==> src/jds_pkg.sv <==
// Shared types and constants for the joystick deadzone smoother.
`timescale 1ns / 1ps
`default_nettype none
package jds_pkg;

  localparam int AXES = 3;

  localparam logic [16:0] WEIGHT_ONE = 17'd65536;
  localparam logic signed [31:0] ZERO_TOL = 32'sd269;
  localparam logic signed [32:0] RND_POS = 33'sd32768;
  localparam logic signed [32:0] RND_NEG = 33'sd32767;

  localparam logic [14:0] DEADZONE_RST = 15'd3277;
  localparam logic [14:0] LIN_LIMIT_RST = 15'd4096;
  localparam logic [14:0] ANG_LIMIT_RST = 15'd8192;
  localparam logic [15:0] LIN_SCALE_RST = 16'd4551;
  localparam logic [15:0] ANG_SCALE_RST = 16'd9102;
  localparam logic [16:0] WEIGHT_RST = 17'd13107;

  typedef enum logic [2:0] {
    REG_DEADZONE  = 3'd0,
    REG_LIN_LIMIT = 3'd1,
    REG_ANG_LIMIT = 3'd2,
    REG_LIN_SCALE = 3'd3,
    REG_ANG_SCALE = 3'd4,
    REG_WEIGHT    = 3'd5
  } cfg_idx_t;

  typedef enum logic [3:0] {
    ST_IDLE = 4'b0001,
    ST_MIX  = 4'b0010,
    ST_SUM  = 4'b0100,
    ST_EMIT = 4'b1000
  } state_t;

  typedef struct packed {
    logic [14:0] deadzone;
    logic [14:0] lin_limit;
    logic [14:0] ang_limit;
    logic [15:0] lin_scale;
    logic [15:0] ang_scale;
    logic [16:0] weight;
    logic [16:0] weight_comp;
  } cfg_t;

  typedef struct packed {
    logic load;
    logic mix;
    logic sum;
    logic emit;
  } cmd_t;

  typedef struct packed {
    logic out_busy;
  } status_t;

endpackage
`default_nettype wire

==> src/jds_ctrl.sv <==
// Controller state machine sequencing one item through the datapath.
`timescale 1ns / 1ps
`default_nettype none
module jds_ctrl (
  input  wire logic         clk,
  input  wire logic         rst_n,
  input  wire logic         in_tvalid,
  output logic              in_tready,
  input  jds_pkg::status_t  status,
  output jds_pkg::cmd_t     cmd
);

  jds_pkg::state_t state_r;
  jds_pkg::state_t state_nxt;

  assign in_tready = (state_r == jds_pkg::ST_IDLE);

  always_comb begin
    state_nxt = state_r;
    cmd       = '0;
    unique case (state_r)
      jds_pkg::ST_IDLE: begin
        if (in_tvalid) begin
          cmd.load  = 1'b1;
          state_nxt = jds_pkg::ST_MIX;
        end
      end
      jds_pkg::ST_MIX: begin
        cmd.mix   = 1'b1;
        state_nxt = jds_pkg::ST_SUM;
      end
      jds_pkg::ST_SUM: begin
        cmd.sum   = 1'b1;
        state_nxt = jds_pkg::ST_EMIT;
      end
      jds_pkg::ST_EMIT: begin
        // hold until the result register frees up
        if (!status.out_busy) begin
          cmd.emit  = 1'b1;
          state_nxt = jds_pkg::ST_IDLE;
        end
      end
      default: state_nxt = jds_pkg::ST_IDLE;
    endcase
  end

  always_ff @(posedge clk) begin
    if (!rst_n) begin
      state_r <= jds_pkg::ST_IDLE;
    end else begin
      state_r <= state_nxt;
    end
  end

endmodule
`default_nettype wire

==> config.mk <==
export PLATFORM = sky130hd
export DESIGN_NAME = jds_ctrl
export DESIGN_NICKNAME = d
export VERILOG_FILES = /design/src/jds_pkg.sv /design/src/jds_ctrl.sv
export SDC_FILE = /design/constraint.sdc
export NUM_CORES = 1
export LEC_CHECK = 0
export ABC_AREA = 1
export BUFFER_PORTS_ARGS = -buffer_cell sky130_fd_sc_hd__buf_4
export CAP_MARGIN = 20
export CORE_AREA = 2 2 39 41
export DETAILED_ROUTE_END_ITERATION = 8
export DIE_AREA = 0 0 41 43
export GPL_ROUTABILITY_DRIVEN = 1
export SLEW_MARGIN = 20
export SYNTH_ARGS = -nofsm -noshare
export SYNTH_HDL_FRONTEND = slang
export SYNTH_SLANG_ARGS = --single-unit
==> constraint.sdc <==
create_clock -name clk -period 0.93 [get_ports clk]
set_clock_uncertainty 0.15 [all_clocks]
set_input_delay 0.093 -clock clk [delete_from_list [all_inputs] [get_ports clk]]
set_output_delay 0.093 -clock clk [all_outputs]
set_load 0.005 [all_outputs]
==> results by group <==
Run status
  • Status: finished with violations
  • Violated checks: negative setup slack

Timing
  • Slew @ Worst Pin: 132 ps
  • Setup TNS: -1760 ps
  • Hold Vio Cnt, Final: 0
  • Worst setup margin: -319 ps
  • Final period util: 1.34
  • Fmax: 800 MHz
  • Post-route minimum period: roughly 1200 ps
  • RSZ-0062 raised after global routing: yes
  • Slew Limit Fails: 0
  • Setup violators final: 9
  • Slew margin rel.: 0.912

Global route
  • GRT overflow: 0
  • Tot GR Track Use: 0.0731
  • Vias in the first global route: 210
  • Initial antenna violation count: 0
  • First-pass GRT wire length: approximately 800 um
  • Largest net degree at the start of global routing: 4

Synth
  • Adder-Cell Fraction of Synth Area: 0
  • Mux contribution to synthesized area: 0
  • Syn avg cell area: 5.90 sq um
  • Simple-gate portion of the synthesized area: 0.418
  • #FFs+latches synth: 4
  • Post-synthesis sequential area ratio: 0.348
  • Post-Syn Instances: 39
  • Synth top area share: 0.348
  • Mapped Nets: 43
  • Synth area leader: dfxtp_1
  • Main combinational cell family by area after synthesis: simple AND/OR/NAND/NOR gates
  • Synth Area in XOR/XNOR: 0
  • Yosys warning total: 0
  • Post-synthesis compound-gate area fraction: 0.0217
  • Number of distinct library cells after synthesis: 11
  • Mapped Area: between 200 and 250 sq um
  • Top post-synthesis cells by area: dfxtp_1 35%, inv_1 16%, nand2_1 13%, nor2_1 11%, nor2_2 8.2%

Die
  • Die area: 1760 sq um
  • Die width: 41 um
  • Initial core utilization: 0.166
  • DIE HEIGHT: 43 um
  • Row count: 14
  • Core Area: ~1400 sq um
  • Ports: 9

Critical path
  • Top delay family on crit path: flip-flops
  • WS Path Type: reg -> out
  • Crit Path Max Fanout: 3
  • Setup slack, reg-to-reg: -170 ps
  • Crit-path cells: inv_2 > nor2_2 > nand2_2 > nor2_1 > buf_4
  • Worst Setup SP: state_r[0]
  • Reg2reg start: state_r[3]
  • Worst Setup EP: cmd[3]
  • CP peak stage delay: 350 ps
  • Worst Path Required: 690 ps
  • CP Launch Type: flip-flop
  • Critical path depth in cells: 5
  • Worst Setup End Kind: output pin
  • Slowest CP cell: dfxtp_2
  • FF-to-FF End: state_r[0]
  • Reg2Reg Depth: 7
  • Buf/Inv on CP: 2
  • Arr. time, crit path: 1010 ps

Clock network
  • Clk slew on worst S/H paths: 40 ps
  • Root Driver: clkbuf_4
  • Clk_lat worst skew: 240 ps
  • Sink Count: 4
  • CTS max path bufs: 2
  • H-Tree Depth: 1
  • TritonCTS clock tree: built
  • TritonCTS Buffers: 3

Power
  • Tot Pwr: around 0.53 mW
  • Cell leakage power: ~0.22 nW
  • Power Density: roughly 1400 nW/um^2
  • Peak supply drop: 404 uV

Drt
  • DRC viols: 0
  • ANT nets after route: 0
  • Vias per cell: about 3.7
  • DRT Pass-1 Iters: 4
  • Initial drt markers: 3
  • Via Count: 252
  • DRT Wirelength: about 480 um
  • Routed WL per cell: between 7 and 8 um

Min path
  • Hold Path Class: in -> reg

Final layout
  • Largest register FFs: 4
  • Layout cells sized above 1: 0.509
  • # fillers: 164
  • Final Util: 0.271
  • Fin nets: 59
  • Ant diodes: 0
  • Layout Cells excl Fill: 69
  • Area delta synth->final: 63.0%
  • Largest reg by FF count: state_r
  • Largest regs: state_r (4)

Placement
  • RD Place Congestion: 0.719
  • Placed instance count: 62
  • I/O Buffers: 8

Flow run
  • Max-cap viol count: 0
==> layer usage <==
layer  up-vias  wire (um)  GRT usage
met3         2         45     0.0314
met5         -          0          0
met2        10        207     0.0844
met1       102        216     0.0895
met4         0         15     0.0800
li1        138          -          -
==> cells in the final DEF, fill, tap and decap left out <==
master	Yosys	final
dfxtp_4	0	1
nor2_1	7	6
nand3_1	2	2
inv_1	10	6
dlygate4sd3_1	0	2
nand2_1	8	8
buf_4	1	10
nor2_2	3	3
inv_2	1	5
nor3_1	1	1
a21oi_1	1	1
clkbuf_4	0	3
dfxtp_2	0	3
nand2_2	1	1
nor2_4	0	1
==> worst register-to-register path, stage by stage (launching register included) <==
cell	delay (ps)
dfxtp_2	330
nor2_4	120
buf_4	110
nand3_1	90
nand2_1	70
inv_1	40
nand2_1	40
nand2_1	40
==> layout make-up <==
| cell class | instances | area (sq um) | share of cell area |
|---|---|---|---|
| Sequential cell | 4 | 87.6 | 0.233 |
| Tap cell | 16 | 20.0 | 0.0533 |
| Inverter | 11 | 41.3 | 0.110 |
| Multi-Input combinational cell | 23 | 109 | 0.290 |
| Timing Repair Buffer | 12 | 95.1 | 0.253 |
| Clock buffer | 3 | 22.5 | 0.0600 |
==> synth_stat cells (all sizes together) <==
cell type / instances
nor3: 1
inv: 11
nand3: 2
dfxtp: 4
buf: 1
nand2: 9
nor2: 10
a21oi: 1
==> timing repair <==
action	in CTS	in global routing
hold endpoints to repair	4	0
endpoints found under the setup margin	8	9
gates resized for setup	6	5
hold buffers	2	0
pin swaps	1	1
buffers inserted	1	1
==> through the flow <==
stage / area [sq um] / setup slack, ps / hold WS [ps]
after floorplan: 230 / -61.3 / 67.1
after global placement: 303 / -150 / 198
after detailed placement: 303 / -146 / 207
after CTS: 363 / -328 / 30.0
after global routing: 375 / -390 / 40.0
final: 375 / -319 / 39.8
==> how the worst min path moves through the flow <==
| stage | startpoint | endpoint | slack, ps | cells after the start |
|---|---|---|---|---|
| global route | status | state_r[3] | 40 | 3 |
| detailed placement | rst_n | state_r[0] | 210 | 4 |
| finish | status | state_r[3] | 40 | 3 |
| global placement | rst_n | state_r[0] | 200 | 4 |
| CTS | status | state_r[3] | 30 | 3 |
| floorplan | status | cmd[0] | 70 | 1 |
==> logic make-up (layout without fill, tap and decap cells) <==
| family | count (synthesis) | in the layout |
|---|---|---|
| simple gates | 22 | 22 |
| buf+inv | 12 | 26 |
| flops | 4 | 4 |
| compound gates | 1 | 1 |
==> where the power goes <==
part	internal, mW	leakage, nW	switching (mW)	total, mW
Combinational	0.0604	0.167	0.0558	0.116
Sequential	0.183	0.0342	0.0128	0.196
Clock	0.145	0.0138	0.0774	0.222
Total	0.388	0.215	0.146	0.534
Power figures use the tool's default switching activity.
