## src/jds_pkg.sv

```systemverilog
// Shared types and constants for the joystick deadzone smoother.
`timescale 1ns / 1ps
`default_nettype none
package jds_pkg;

  localparam int AXES = 3;

  localparam logic [16:0] WEIGHT_ONE = 17'd65536;
  localparam logic signed [31:0] ZERO_TOL = 32'sd269;
  localparam logic signed [32:0] RND_POS = 33'sd32768;
  localparam logic signed [32:0] RND_NEG = 33'sd32767;

  localparam logic [14:0] DEADZONE_RST = 15'd3277;
  localparam logic [14:0] LIN_LIMIT_RST = 15'd4096;
  localparam logic [14:0] ANG_LIMIT_RST = 15'd8192;
  localparam logic [15:0] LIN_SCALE_RST = 16'd4551;
  localparam logic [15:0] ANG_SCALE_RST = 16'd9102;
  localparam logic [16:0] WEIGHT_RST = 17'd13107;

  typedef enum logic [2:0] {
    REG_DEADZONE  = 3'd0,
    REG_LIN_LIMIT = 3'd1,
    REG_ANG_LIMIT = 3'd2,
    REG_LIN_SCALE = 3'd3,
    REG_ANG_SCALE = 3'd4,
    REG_WEIGHT    = 3'd5
  } cfg_idx_t;

  typedef enum logic [3:0] {
    ST_IDLE = 4'b0001,
    ST_MIX  = 4'b0010,
    ST_SUM  = 4'b0100,
    ST_EMIT = 4'b1000
  } state_t;

  typedef struct packed {
    logic [14:0] deadzone;
    logic [14:0] lin_limit;
    logic [14:0] ang_limit;
    logic [15:0] lin_scale;
    logic [15:0] ang_scale;
    logic [16:0] weight;
    logic [16:0] weight_comp;
  } cfg_t;

  typedef struct packed {
    logic load;
    logic mix;
    logic sum;
    logic emit;
  } cmd_t;

  typedef struct packed {
    logic out_busy;
  } status_t;

endpackage
`default_nettype wire

```

## src/jds_cfg_regs.sv

```systemverilog
// Configuration register file for the joystick deadzone smoother.
`timescale 1ns / 1ps
`default_nettype none
module jds_cfg_regs (
  input  wire logic         clk,
  input  wire logic         rst_n,
  input  wire logic         cfg_valid,
  output logic              cfg_ready,
  input  wire logic [2:0]   cfg_index,
  input  wire logic [16:0]  cfg_data,
  output jds_pkg::cfg_t     cfg
);

  jds_pkg::cfg_t cfg_r;
  jds_pkg::cfg_t cfg_nxt;
  logic [16:0]   weight_clamped;

  assign cfg_ready = 1'b1;
  assign cfg = cfg_r;

  always_comb begin
    weight_clamped = (cfg_data > jds_pkg::WEIGHT_ONE) ? jds_pkg::WEIGHT_ONE : cfg_data;
    cfg_nxt = cfg_r;
    if (cfg_valid) begin
      unique case (jds_pkg::cfg_idx_t'(cfg_index))
        jds_pkg::REG_DEADZONE:  cfg_nxt.deadzone  = cfg_data[14:0];
        jds_pkg::REG_LIN_LIMIT: cfg_nxt.lin_limit = cfg_data[14:0];
        jds_pkg::REG_ANG_LIMIT: cfg_nxt.ang_limit = cfg_data[14:0];
        jds_pkg::REG_LIN_SCALE: cfg_nxt.lin_scale = cfg_data[15:0];
        jds_pkg::REG_ANG_SCALE: cfg_nxt.ang_scale = cfg_data[15:0];
        jds_pkg::REG_WEIGHT: begin
          cfg_nxt.weight      = weight_clamped;
          cfg_nxt.weight_comp = 17'(jds_pkg::WEIGHT_ONE - weight_clamped);
        end
        default: cfg_nxt = cfg_r;
      endcase
    end
  end

  always_ff @(posedge clk) begin
    if (!rst_n) begin
      cfg_r.deadzone    <= jds_pkg::DEADZONE_RST;
      cfg_r.lin_limit   <= jds_pkg::LIN_LIMIT_RST;
      cfg_r.ang_limit   <= jds_pkg::ANG_LIMIT_RST;
      cfg_r.lin_scale   <= jds_pkg::LIN_SCALE_RST;
      cfg_r.ang_scale   <= jds_pkg::ANG_SCALE_RST;
      cfg_r.weight      <= jds_pkg::WEIGHT_RST;
      cfg_r.weight_comp <= 17'(jds_pkg::WEIGHT_ONE - jds_pkg::WEIGHT_RST);
    end else begin
      cfg_r <= cfg_nxt;
    end
  end

endmodule
`default_nettype wire

```

## config.mk

```make
export PLATFORM = sky130hd
export DESIGN_NAME = jds_cfg_regs
export DESIGN_NICKNAME = d
export VERILOG_FILES = /design/src/jds_pkg.sv /design/src/jds_cfg_regs.sv
export SDC_FILE = /design/constraint.sdc
export NUM_CORES = 1
export LEC_CHECK = 0
export BUFFER_PORTS_ARGS = -buffer_cell sky130_fd_sc_hd__clkbuf_2
export CORE_UTILIZATION = 35
export DETAILED_ROUTE_END_ITERATION = 7
export SLEW_MARGIN = 20
export SYNTH_ARGS = -nofsm -noshare
export SYNTH_HDL_FRONTEND = slang
export SYNTH_SLANG_ARGS = --single-unit
```

## constraint.sdc

```tcl
create_clock -name clk -period 2.5 [get_ports clk]
set_input_delay 0.375 -clock clk [delete_from_list [all_inputs] [get_ports clk]]
set_output_delay 0.375 -clock clk [all_outputs]
set_load 0.02 [all_outputs]
```

==> results of run 1 <==
path summary, 6_finish.rpt:
path / start / to / slack [ps] / cells past startpoint
hold reg to reg: cfg[19]$_SDFFE_PN0P_ / cfg[19]$_SDFFE_PN0P_ / 460 / 2
setup / recovery: cfg_data[7] / cfg[2]$_SDFFE_PN1P_ / 430 / 6
setup reg to reg: cfg[14]$_SDFFE_PN1P_ / cfg[14]$_SDFFE_PN1P_ / 1630 / 3
hold / removal: rst_n / cfg[29]$_SDFFE_PN1P_ / 310 / 2
routing by layer:
| layer | GRT usage | share of wire | wire length (um) |
|---|---|---|---|
| met1 | 0.279 | 0.44 | 6240 |
| met2 | 0.370 | 0.48 | 6870 |
| met3 | 0.0377 | 0.059 | 841 |
| met4 | 0.0812 | 0.018 | 252 |
| met5 | 0 | 0 | 0 |
per-stage QoR:
step            util  hold slack, ps  total power, mW
2_1_floorplan      -             499             2.10
3_3_place_gp   0.424             452             2.25
3_5_place_dp   0.424             458             2.25
4_1_cts        0.448             298             3.71
5_1_grt        0.448             321             3.81
6_report       0.448             307             3.67
report_power, final:
group | internal (mW) | leakage (nW) | switching, mW | total [mW]
Clock | 0.827 | 0.152 | 0.635 | 1.46
Combinational | 0.128 | 1.36 | 0.260 | 0.388
Sequential | 1.80 | 0.893 | 0.0270 | 1.82
Total | 2.75 | 2.41 | 0.922 | 3.67
cell usage in the layout (no fill, tap or decap), drive strengths merged:
cell type / instances
nand3b: 4
o31ai: 2
or3: 3
o41ai: 2
or2: 1
nand2: 192
xnor2: 3
o311ai: 2
o21ba: 1
a2111oi: 1
o32a: 1
clkinv: 3
a311oi: 1
conb: 1
o21ai: 12
nor2: 16
dfxtp: 110
buf: 24
a21boi: 63
clkbuf: 144
xor2: 1
a21oi: 6
o211ai: 5
a32oi: 2
nor2b: 6
nand2b: 5
nand3: 44
a41o: 1
bufinv: 1
inv: 2
a31oi: 3
nor3b: 1
and2: 6
or4: 4
nor3: 8
and3: 1
ha: 1
cell families (layout without fill, tap and decap cells):
kind of cell | after synthesis | count (layout) | synth area share
AOI/OAI and AO/OA | 102 | 102 | 0.168
and+or+nand+nor | 291 | 291 | 0.276
other | 1 | 1 | 0.000827
adders and majority gates | 1 | 1 | 0.00276
xor gates and xnor gates | 4 | 4 | 0.00773
DFF | 110 | 110 | 0.486
buffers and inverters | 51 | 174 | 0.0588
final cells by class:
class                      count  area [um^2]  area share
clock buffer                  12          256      0.0454
clock inverter                 4         45.0     0.00797
inverter                       2         7.51     0.00133
multi-input combinational    399         2070       0.367
sequential                   110         2200       0.390
tap                          172          215      0.0381
timing repair buffer         156          853       0.151
==> flow_summary_export.csv, run 1 <==
group,metric,value,unit
timing,worst_pin_slew,672,ps
cts,ctsResizeCount,0,
synth,synthTopCellsByArea,"dfxtp_1 49%, nand2_1 16%, a21boi_0 10%",
synth,synth_top_cell_by_area,"dfxtp_1",
setup_path,worstPathMaxFanout,6,
setup_path,path_cells,"clkbuf_2, or4_4, or4_4, o21ba_1, a2111oi_2, o21ai_1",
run_status,status,"completed",
placed_design,port_buffers,133,
floorplan,dieArea,13400,um^2
timing,rsz0062_at_grt,"no",
setup_path,critPathTopFamily,"simple AND/OR/NAND/NOR gates",
timing,fin_crit_sh,0.828,
global_routing,grt_pass1_vias,3953,
timing,drv_slew,0,
floorplan,io_pins,135,
floorplan,die_x,116,um
cts,cts_tree,"yes",
setup_path,worst_path_max_delay_cell,"or4_4",
setup_path,cp_common_cell,"or4_4",
global_routing,track_usage,0.219,
cells_and_area,final_area,5650,um^2
job,drv_cap,0,
cts,cts.clk_slew.worst_paths,70,ps
floorplan,row_count,41,
setup_path,endpoint_kind,"register",
synth,mappedNetlistArea,4540,um^2
timing,setup_viol,0,
cts,cts_setup_buffers,0,
cells_and_area,area_growth,24.6,%
synth,synth_common_cells,"192 x nand2_1, 110 x dfxtp_1, 63 x a21boi_0, 44 x nand3_1, 34 x clkbuf_1",
setup_path,critPathRequiredTime,2720,ps
cts,clockBufferDepth,2,
power,ir_drop,0.299,mV
cells_and_area,diodes,0,
placed_design,dp.cells,839,
cts,clockRootBuffer,"clkbuf_16",
synth,ys_seq_area_frac,0.486,
drt,wl,14.2,mm
power,p_leak,2.41,nW
global_routing,antenna_found_initial,0,
synth,ys.flop_type,"dfxtp_1",
placed_design,place_ws,74.5,ps
cells_and_area,final_nets,702,
setup_path,cp_num_buf_inv,1,
synth,synth_top_area_share,0.486,
cells_and_area,drive_gt1_frac,0.264,
synth,async_flop_share,0,
timing,fin_skew,0,ps
cells_and_area,largest_reg_flops,110,
min_path,hold_class,"in -> reg",
cts,h-tree-depth,3,
cts,clock_latency,350,ps
synth,synth_edf_count,0,
synth,synth.avg_cell_area,8.10,um^2
synth,yosys.cell_types.count,45,
cts,cts_sinks,110,
setup_path,crit_arrival,2290,ps
timing,tns,0,ps
synth,synth_most_common_cell,"nand2_1",
drt,drt_iter0_markers,222,
synth,syn_nets,584,
floorplan,core-area,12600,um^2
drt,vias_per_cell,4.95,
synth,synth_cells,560,
timing,slew_headroom,0.550,
drt,ant_nets,0,
setup_path,crit_type,"in -> reg",
global_routing,grt_max_degree,54,
setup_path,critPathLaunchType,"input port",
timing,hold_viol,0,
cts,cts_hold_buf,0,
placed_design,place_area,5350,um^2
global_routing,grt-ovfl-total,0,
floorplan,start_util,0.359,
timing,max_freq,483,MHz
cts,cts_buffers,9,
power,p_per_area,650,nW/um^2
floorplan,fp.dieH,116,um
placed_design,place_congestion,0.802,
cells_and_area,instances_no_fill,855,
drt,num_vias,4228,
global_routing,grt_pass1_wl,21.8,mm
timing,finalCriticalPeriod,2070,ps
synth,ys_ff_latch,110,
placed_design,hpwl,9.80,mm
drt,wl_per_cell,16.6,um
setup_path,max_stage_delay,590,ps
timing,fin_ws,430,ps
drt,drcViolationCount,0,
cells_and_area,nFillCells,1329,
synth,yosys_warnings,0,
drt,first_pass_iters,4,
Power figures use the tool's default switching activity.
==> inputs of run 2 (changes only) <==
ABC_AREA = 1   (was not set)
clock period = 1.7 ns   (was 2.5 ns; I/O delays follow)
==> run 2 against run 1 <==
Net effect:
- global-route usage shrank 0.80 points
- worst setup slack lost 160 ps
- clock power grew 46%
- via count grew 0.33%
- critical path depth grew 8
- synthesized cell count shrank 1.4%
- sequential cell count is the same
- critical path type unchanged
- critical endpoint is now cfg[16]$_SDFFE_PN0P_
- largest power group unchanged
- highest routed layer unchanged
==> flow_summary_export.csv, run 2 <==
group,metric,value,unit
setup_path,critPathLaunchType,"input port",
floorplan,die_x,114,um
drt,drcViolationCount,0,
floorplan,dieArea,12900,um^2
synth,syn_nets,576,
global_routing,grt-ovfl-total,0,
floorplan,row_count,40,
drt,ant_nets,0,
cts,h-tree-depth,3,
floorplan,fp.dieH,114,um
placed_design,place_congestion,0.890,
cts,cts_setup_buffers,0,
cells_and_area,finalCoreUtilization,0.474,
cells_and_area,final_cell_mix,"133 x clkbuf_2, 110 x dfxtp_1, 88 x nand2_1",
synth,yosys_warnings,0,
cts,cts_sinks,110,
cells_and_area,final_area,5720,um^2
placed_design,place_area,5410,um^2
synth,synth_edf_count,0,
timing,hold_viol,0,
synth,synth_most_common_cell,"dfxtp_1",
synth,synth_top_cell_by_area,"dfxtp_1",
power,finalPower,5.56,mW
setup_path,crit_type,"in -> reg",
placed_design,place_ws,-113,ps
cells_and_area,largest_reg_flops,110,
timing,holdWs,279,ps
drt,first_pass_iters,5,
setup_path,endpoint_kind,"register",
cells_and_area,layout_commonest_cell,"clkbuf_2",
power,p_leak,2.70,nW
global_routing,track_usage,0.211,
cts,clockBufferDepth,2,
placed_design,hpwl,9.68,mm
synth,synth_common_cells,"110 x dfxtp_1, 90 x nand2_1, 72 x o21ai_0, 68 x nor2_1, 60 x a21oi_1",
power,p_per_area,972,nW/um^2
cells_and_area,nFillCells,1193,
min_path,hold_class,"in -> reg",
synth,synthTopCellsByArea,"dfxtp_1 50%, o21ai_0 8.3%, nand2_1 7.7%",
floorplan,io_pins,135,
global_routing,grt_pass1_wl,20.9,mm
cells_and_area,area_growth,31.1,%
setup_path,crit_arrival,1690,ps
drt,drt_iter0_markers,302,
timing,max_freq,698,MHz
drt,vias_per_cell,4.84,
synth,yosys.cell_types.count,38,
global_routing,grt_pass1_vias,3955,
setup_path,regToRegStartpoint,"cfg[9]$_SDFFE_PN0P_",
setup_path,worstPathMaxFanout,10,
cells_and_area,final_nets,727,
cts,cts_tree,"yes",
timing,fin_crit_sh,0.843,
cts,cts.clk_slew.worst_paths,80,ps
cts,cts_buffers,9,
run_status,status,"completed",
synth,ys_seq_area_frac,0.505,
timing,finalCriticalPeriod,1430,ps
timing,worst_pin_slew,584,ps
timing,setup_viol,0,
timing,slew_headroom,0.610,
cts,clock_latency,360,ps
timing,fin_ws,267,ps
synth,synth_top_area_share,0.505,
synth,synth_cells,552,
drt,wl_per_cell,15.1,um
job,drv_cap,0,
synth,async_flop_share,0,
synth,ys.flop_type,"dfxtp_1",
synth,synth.avg_cell_area,7.90,um^2
drt,wl,13.3,mm
timing,rsz0062_at_grt,"no",
floorplan,start_util,0.362,
cts,ctsResizeCount,0,
setup_path,critPathRequiredTime,1950,ps
synth,mappedNetlistArea,4360,um^2
cts,clockRootBuffer,"clkbuf_16",
cells_and_area,diodes,0,
floorplan,core-area,12100,um^2
cells_and_area,drive_gt1_frac,0.319,
power,ir_drop,0.438,mV
cts,cts_hold_buf,0,
global_routing,grt_max_degree,78,
global_routing,antenna_found_initial,0,
synth,ys_ff_latch,110,
timing,fin_skew,0,ps
min_path,min_from,"rst_n",
placed_design,port_buffers,133,
setup_path,worstSetupStartpoint,"cfg_data[0]",
drt,num_vias,4242,
timing,drv_slew,0,
## run 2: cell count changes in the layout (fill, tap and decap cells not counted), moves of 24 or more
cell / delta
a21boi_0: -63
nand2_1: -104
nand3_1: -25
nor2_1: +52
a21oi_1: +54
o21ai_0: +62
inv_1: +24
## run 2: logic make-up after synthesis
family,synth area share
and+or+nand+nor,0.203
AOI/OAI and AO/OA,0.214
DFF,0.505
buffers and inverters,0.0708
xor gates and xnor gates,0.00402
adders and majority gates,0.00287
other,0.000860
## run 2: routing by layer
| metal | routed length (um) | vias to the layer above | GRT usage |
|---|---|---|---|
| met5 | 0 | - | 0 |
| met4 | 187 | 0 | 0.0658 |
| met2 | 5740 | 158 | 0.318 |
| li1 | - | 2132 | - |
| met1 | 6120 | 1937 | 0.286 |
| met3 | 1210 | 15 | 0.0685 |
## run 2: metrics by stage
| step | TNS, ps | std cells |
|---|---|---|
| after floorplan | -303 | 552 |
| after global placement | -672 | 860 |
| after detailed placement | -1000 | 860 |
| after CTS | 0 | 876 |
| after global routing | 0 | 876 |
| final | 0 | 876 |
## run 2: layout make-up
type / count / area, um^2 / area share
clock buffer: 9 / 225 / 0.0394
clock inverter: 7 / 82.6 / 0.0144
inverter: 32 / 123 / 0.0214
multi-input combinational: 375 / 1880 / 0.329
sequential: 110 / 2200 / 0.385
tap: 168 / 210 / 0.0367
timing repair buffer: 175 / 993 / 0.174
## run 2: where the power goes
group          internal, mW  leakage, nW  switching [mW]  total [mW]
Sequential             2.67        0.896          0.0493        2.71
Clock                  1.04        0.144            1.09        2.13
Combinational         0.239         1.66           0.476       0.715
## run 2: path summary, 6_finish.rpt
| check | to | slack [ps] | cells after the start |
|---|---|---|---|
| worst min-delay path | cfg[3]$_SDFFE_PN1P_ | 280 | 2 |
| worst max register to register | cfg[9]$_SDFFE_PN0P_ | 930 | 4 |
| worst min register to register | cfg[35]$_SDFFE_PN1P_ | 460 | 2 |
| worst max-delay path | cfg[16]$_SDFFE_PN0P_ | 270 | 14 |
## run 2: critical path: stages
cell	delay [ps]
clkbuf_2	90
nor2_1	210
nand2_1	100
nor2_2	100
nand2_2	70
nand2_4	170
buf_4	180
o21ai_0	140
nand2_1	100
nor2_2	40
nand3_1	50
nand3_1	70
nand2_1	60
inv_1	40
==> inputs of run 3 (changes only) <==
clock period = 1.2 ns   (was 1.7 ns; I/O delays follow)
==> run 3 against run 2 <==
Net effect:
- the run now ends with setup timing left
- largest cell class unchanged
- cell count up 3.1%
- critical endpoint is now cfg[10]$_SDFFE_PN1P_
- clock skew did not move
- critical path type unchanged
- critical path depth stayed put
- total power grew 51%
- routed wire length up 5.1%
- design area rose by 9.0%
- die area is the same
- sequential power rose by 42%
- worst setup slack worse by 300 ps
==> flow_summary_export.csv, run 3 (synthesized netlist as in run 2, its figures left out) <==
group,metric,value,unit
timing,max_freq,808,MHz
cells_and_area,seqCellArea,2200,um^2
timing,fin_crit_sh,1.03,
cts,clockBufferDepth,2,
setup_path,critPathLaunchType,"input port",
drt,wl_per_cell,15.4,um
timing,setup_viol,5,
cts,clockRootBuffer,"clkbuf_16",
cts,cts_tree,"yes",
setup_path,endpoint_kind,"register",
cells_and_area,area_growth,42.9,%
drt,vias_per_cell,4.85,
cells_and_area,finalCoreUtilization,0.517,
timing,hold_viol,0,
job,drv_cap,0,
setup_path,regToRegStartpoint,"cfg[9]$_SDFFE_PN0P_",
timing,holdWs,234,ps
floorplan,fp.dieH,114,um
cts,cts_buffers,9,
timing,tns,-71.5,ps
cells_and_area,final_area,6240,um^2
timing,drv_slew,0,
placed_design,hpwl,9.94,mm
power,ir_drop,0.688,mV
drt,wl,13.9,mm
cells_and_area,layout_commonest_cell,"clkbuf_2",
setup_path,critPathRequiredTime,1440,ps
timing,fin_skew,0,ps
cts,cts.clk_slew.worst_paths,70,ps
power,p_leak,2.94,nW
power,p_per_area,1340,nW/um^2
run_status,status,"finished, violations left",
placed_design,place_area,5640,um^2
run_status,violations,"setup timing",
global_routing,grt_max_degree,65,
cts,cts_sinks,110,
global_routing,grt-ovfl-total,0,
cts,cts_hold_buf,0,
drt,first_pass_iters,5,
global_routing,grt_pass1_vias,4000,
floorplan,row_count,40,
global_routing,grt_pass1_wl,21.4,mm
floorplan,dieArea,12900,um^2
cells_and_area,diodes,0,
floorplan,core-area,12100,um^2
placed_design,place_congestion,0.890,
timing,finalCriticalPeriod,1240,ps
cells_and_area,nFillCells,1149,
drt,drt_iter0_markers,237,
min_path,min_from,"cfg_data[1]",
cells_and_area,drive_gt1_frac,0.370,
setup_path,worstSetupStartpoint,"cfg_data[4]",
placed_design,port_buffers,133,
floorplan,die_x,114,um
setup_path,crit_arrival,1480,ps
setup_path,worstPathMaxFanout,8,
floorplan,io_pins,135,
min_path,hold_class,"in -> reg",
global_routing,antenna_found_initial,0,
drt,drcViolationCount,0,
cts,h-tree-depth,3,
placed_design,place_ws,-544,ps
timing,fin_ws,-37.6,ps
setup_path,crit_type,"in -> reg",
cells_and_area,multi_input_area,2050,um^2
cells_and_area,final_nets,754,
timing,rsz0062_at_grt,"yes",
global_routing,track_usage,0.216,
drt,ant_nets,0,
cts,clock_latency,350,ps
cells_and_area,largest_reg_flops,110,
cells_and_area,final_cell_mix,"126 x clkbuf_2, 110 x dfxtp_1, 82 x nand2_1",
drt,num_vias,4381,
floorplan,start_util,0.362,
-- run 3: cell count changes in the layout (fill, tap and decap cells not counted), moves of 5 or more --
cell | before | now
clkbuf_2 | 133 | 126
nor2_1 | 68 | 63
nand2_1 | 88 | 82
buf_12 | 1 | 6
nor2_4 | 2 | 11
buf_4 | 41 | 62
-- run 3: critical path, stage by stage --
cell,delay [ps]
clkbuf_2,110
nor2_1,110
nand2_1,100
nor2_4,120
nand2_4,80
nand2_8,110
nand2_4,60
ha_4,180
nand2_8,90
nor2_4,50
nand2_1,70
nand3_1,70
nand3_1,90
nand2_1,40
-- run 3: repair_timing --
action / 4_1_cts / 5_1_grt
setup endpoints to repair: 17 / 18
gates cloned: 1 / 0
buffers inserted: 5 / 0
gates resized for setup: 18 / 37
pin swaps: 10 / 17
-- run 3: report_power, final --
group | internal, mW | leakage, nW | total (mW) | switching (mW)
Sequential | 3.78 | 0.896 | 3.85 | 0.0699
Combinational | 0.433 | 1.88 | 1.18 | 0.745
Clock | 1.92 | 0.164 | 3.35 | 1.42
Total | 6.13 | 2.94 | 8.37 | 2.24
-- run 3: layer usage --
metal / share of wire / up-vias / track usage
met5: 0 / - / 0
met4: 0.018 / 0 / 0.0579
met3: 0.078 / 20 / 0.0680
met2: 0.44 / 152 / 0.333
met1: 0.47 / 2023 / 0.291
li1: - / 2186 / -
-- run 3: final cells by class --
cell class / count / share of cell area
clock buffers: 10 / 0.0383
clock inverters: 6 / 0.0167
inverters: 32 / 0.0199
multi-input cells: 376 / 0.329
flip-flops and latches: 110 / 0.353
well taps: 168 / 0.0337
repair buffers: 201 / 0.209
-- run 3: path summary, 6_finish.rpt --
check / slack, ps / cells after the start / endpoint
worst max-delay path: -40 / 14 / cfg[10]$_SDFFE_PN1P_
worst min-delay path: 230 / 4 / cfg[51]$_SDFFE_PN1P_
worst max register to register: 470 / 4 / cfg[9]$_SDFFE_PN0P_
worst min register to register: 460 / 2 / cfg[35]$_SDFFE_PN1P_
-- run 3: through the flow --
stage	power, mW	instances
final	8.37	903
after global routing	8.66	903
after CTS	8.37	903
after detailed placement	5.00	881
after global placement	4.99	881
after floorplan	4.53	552
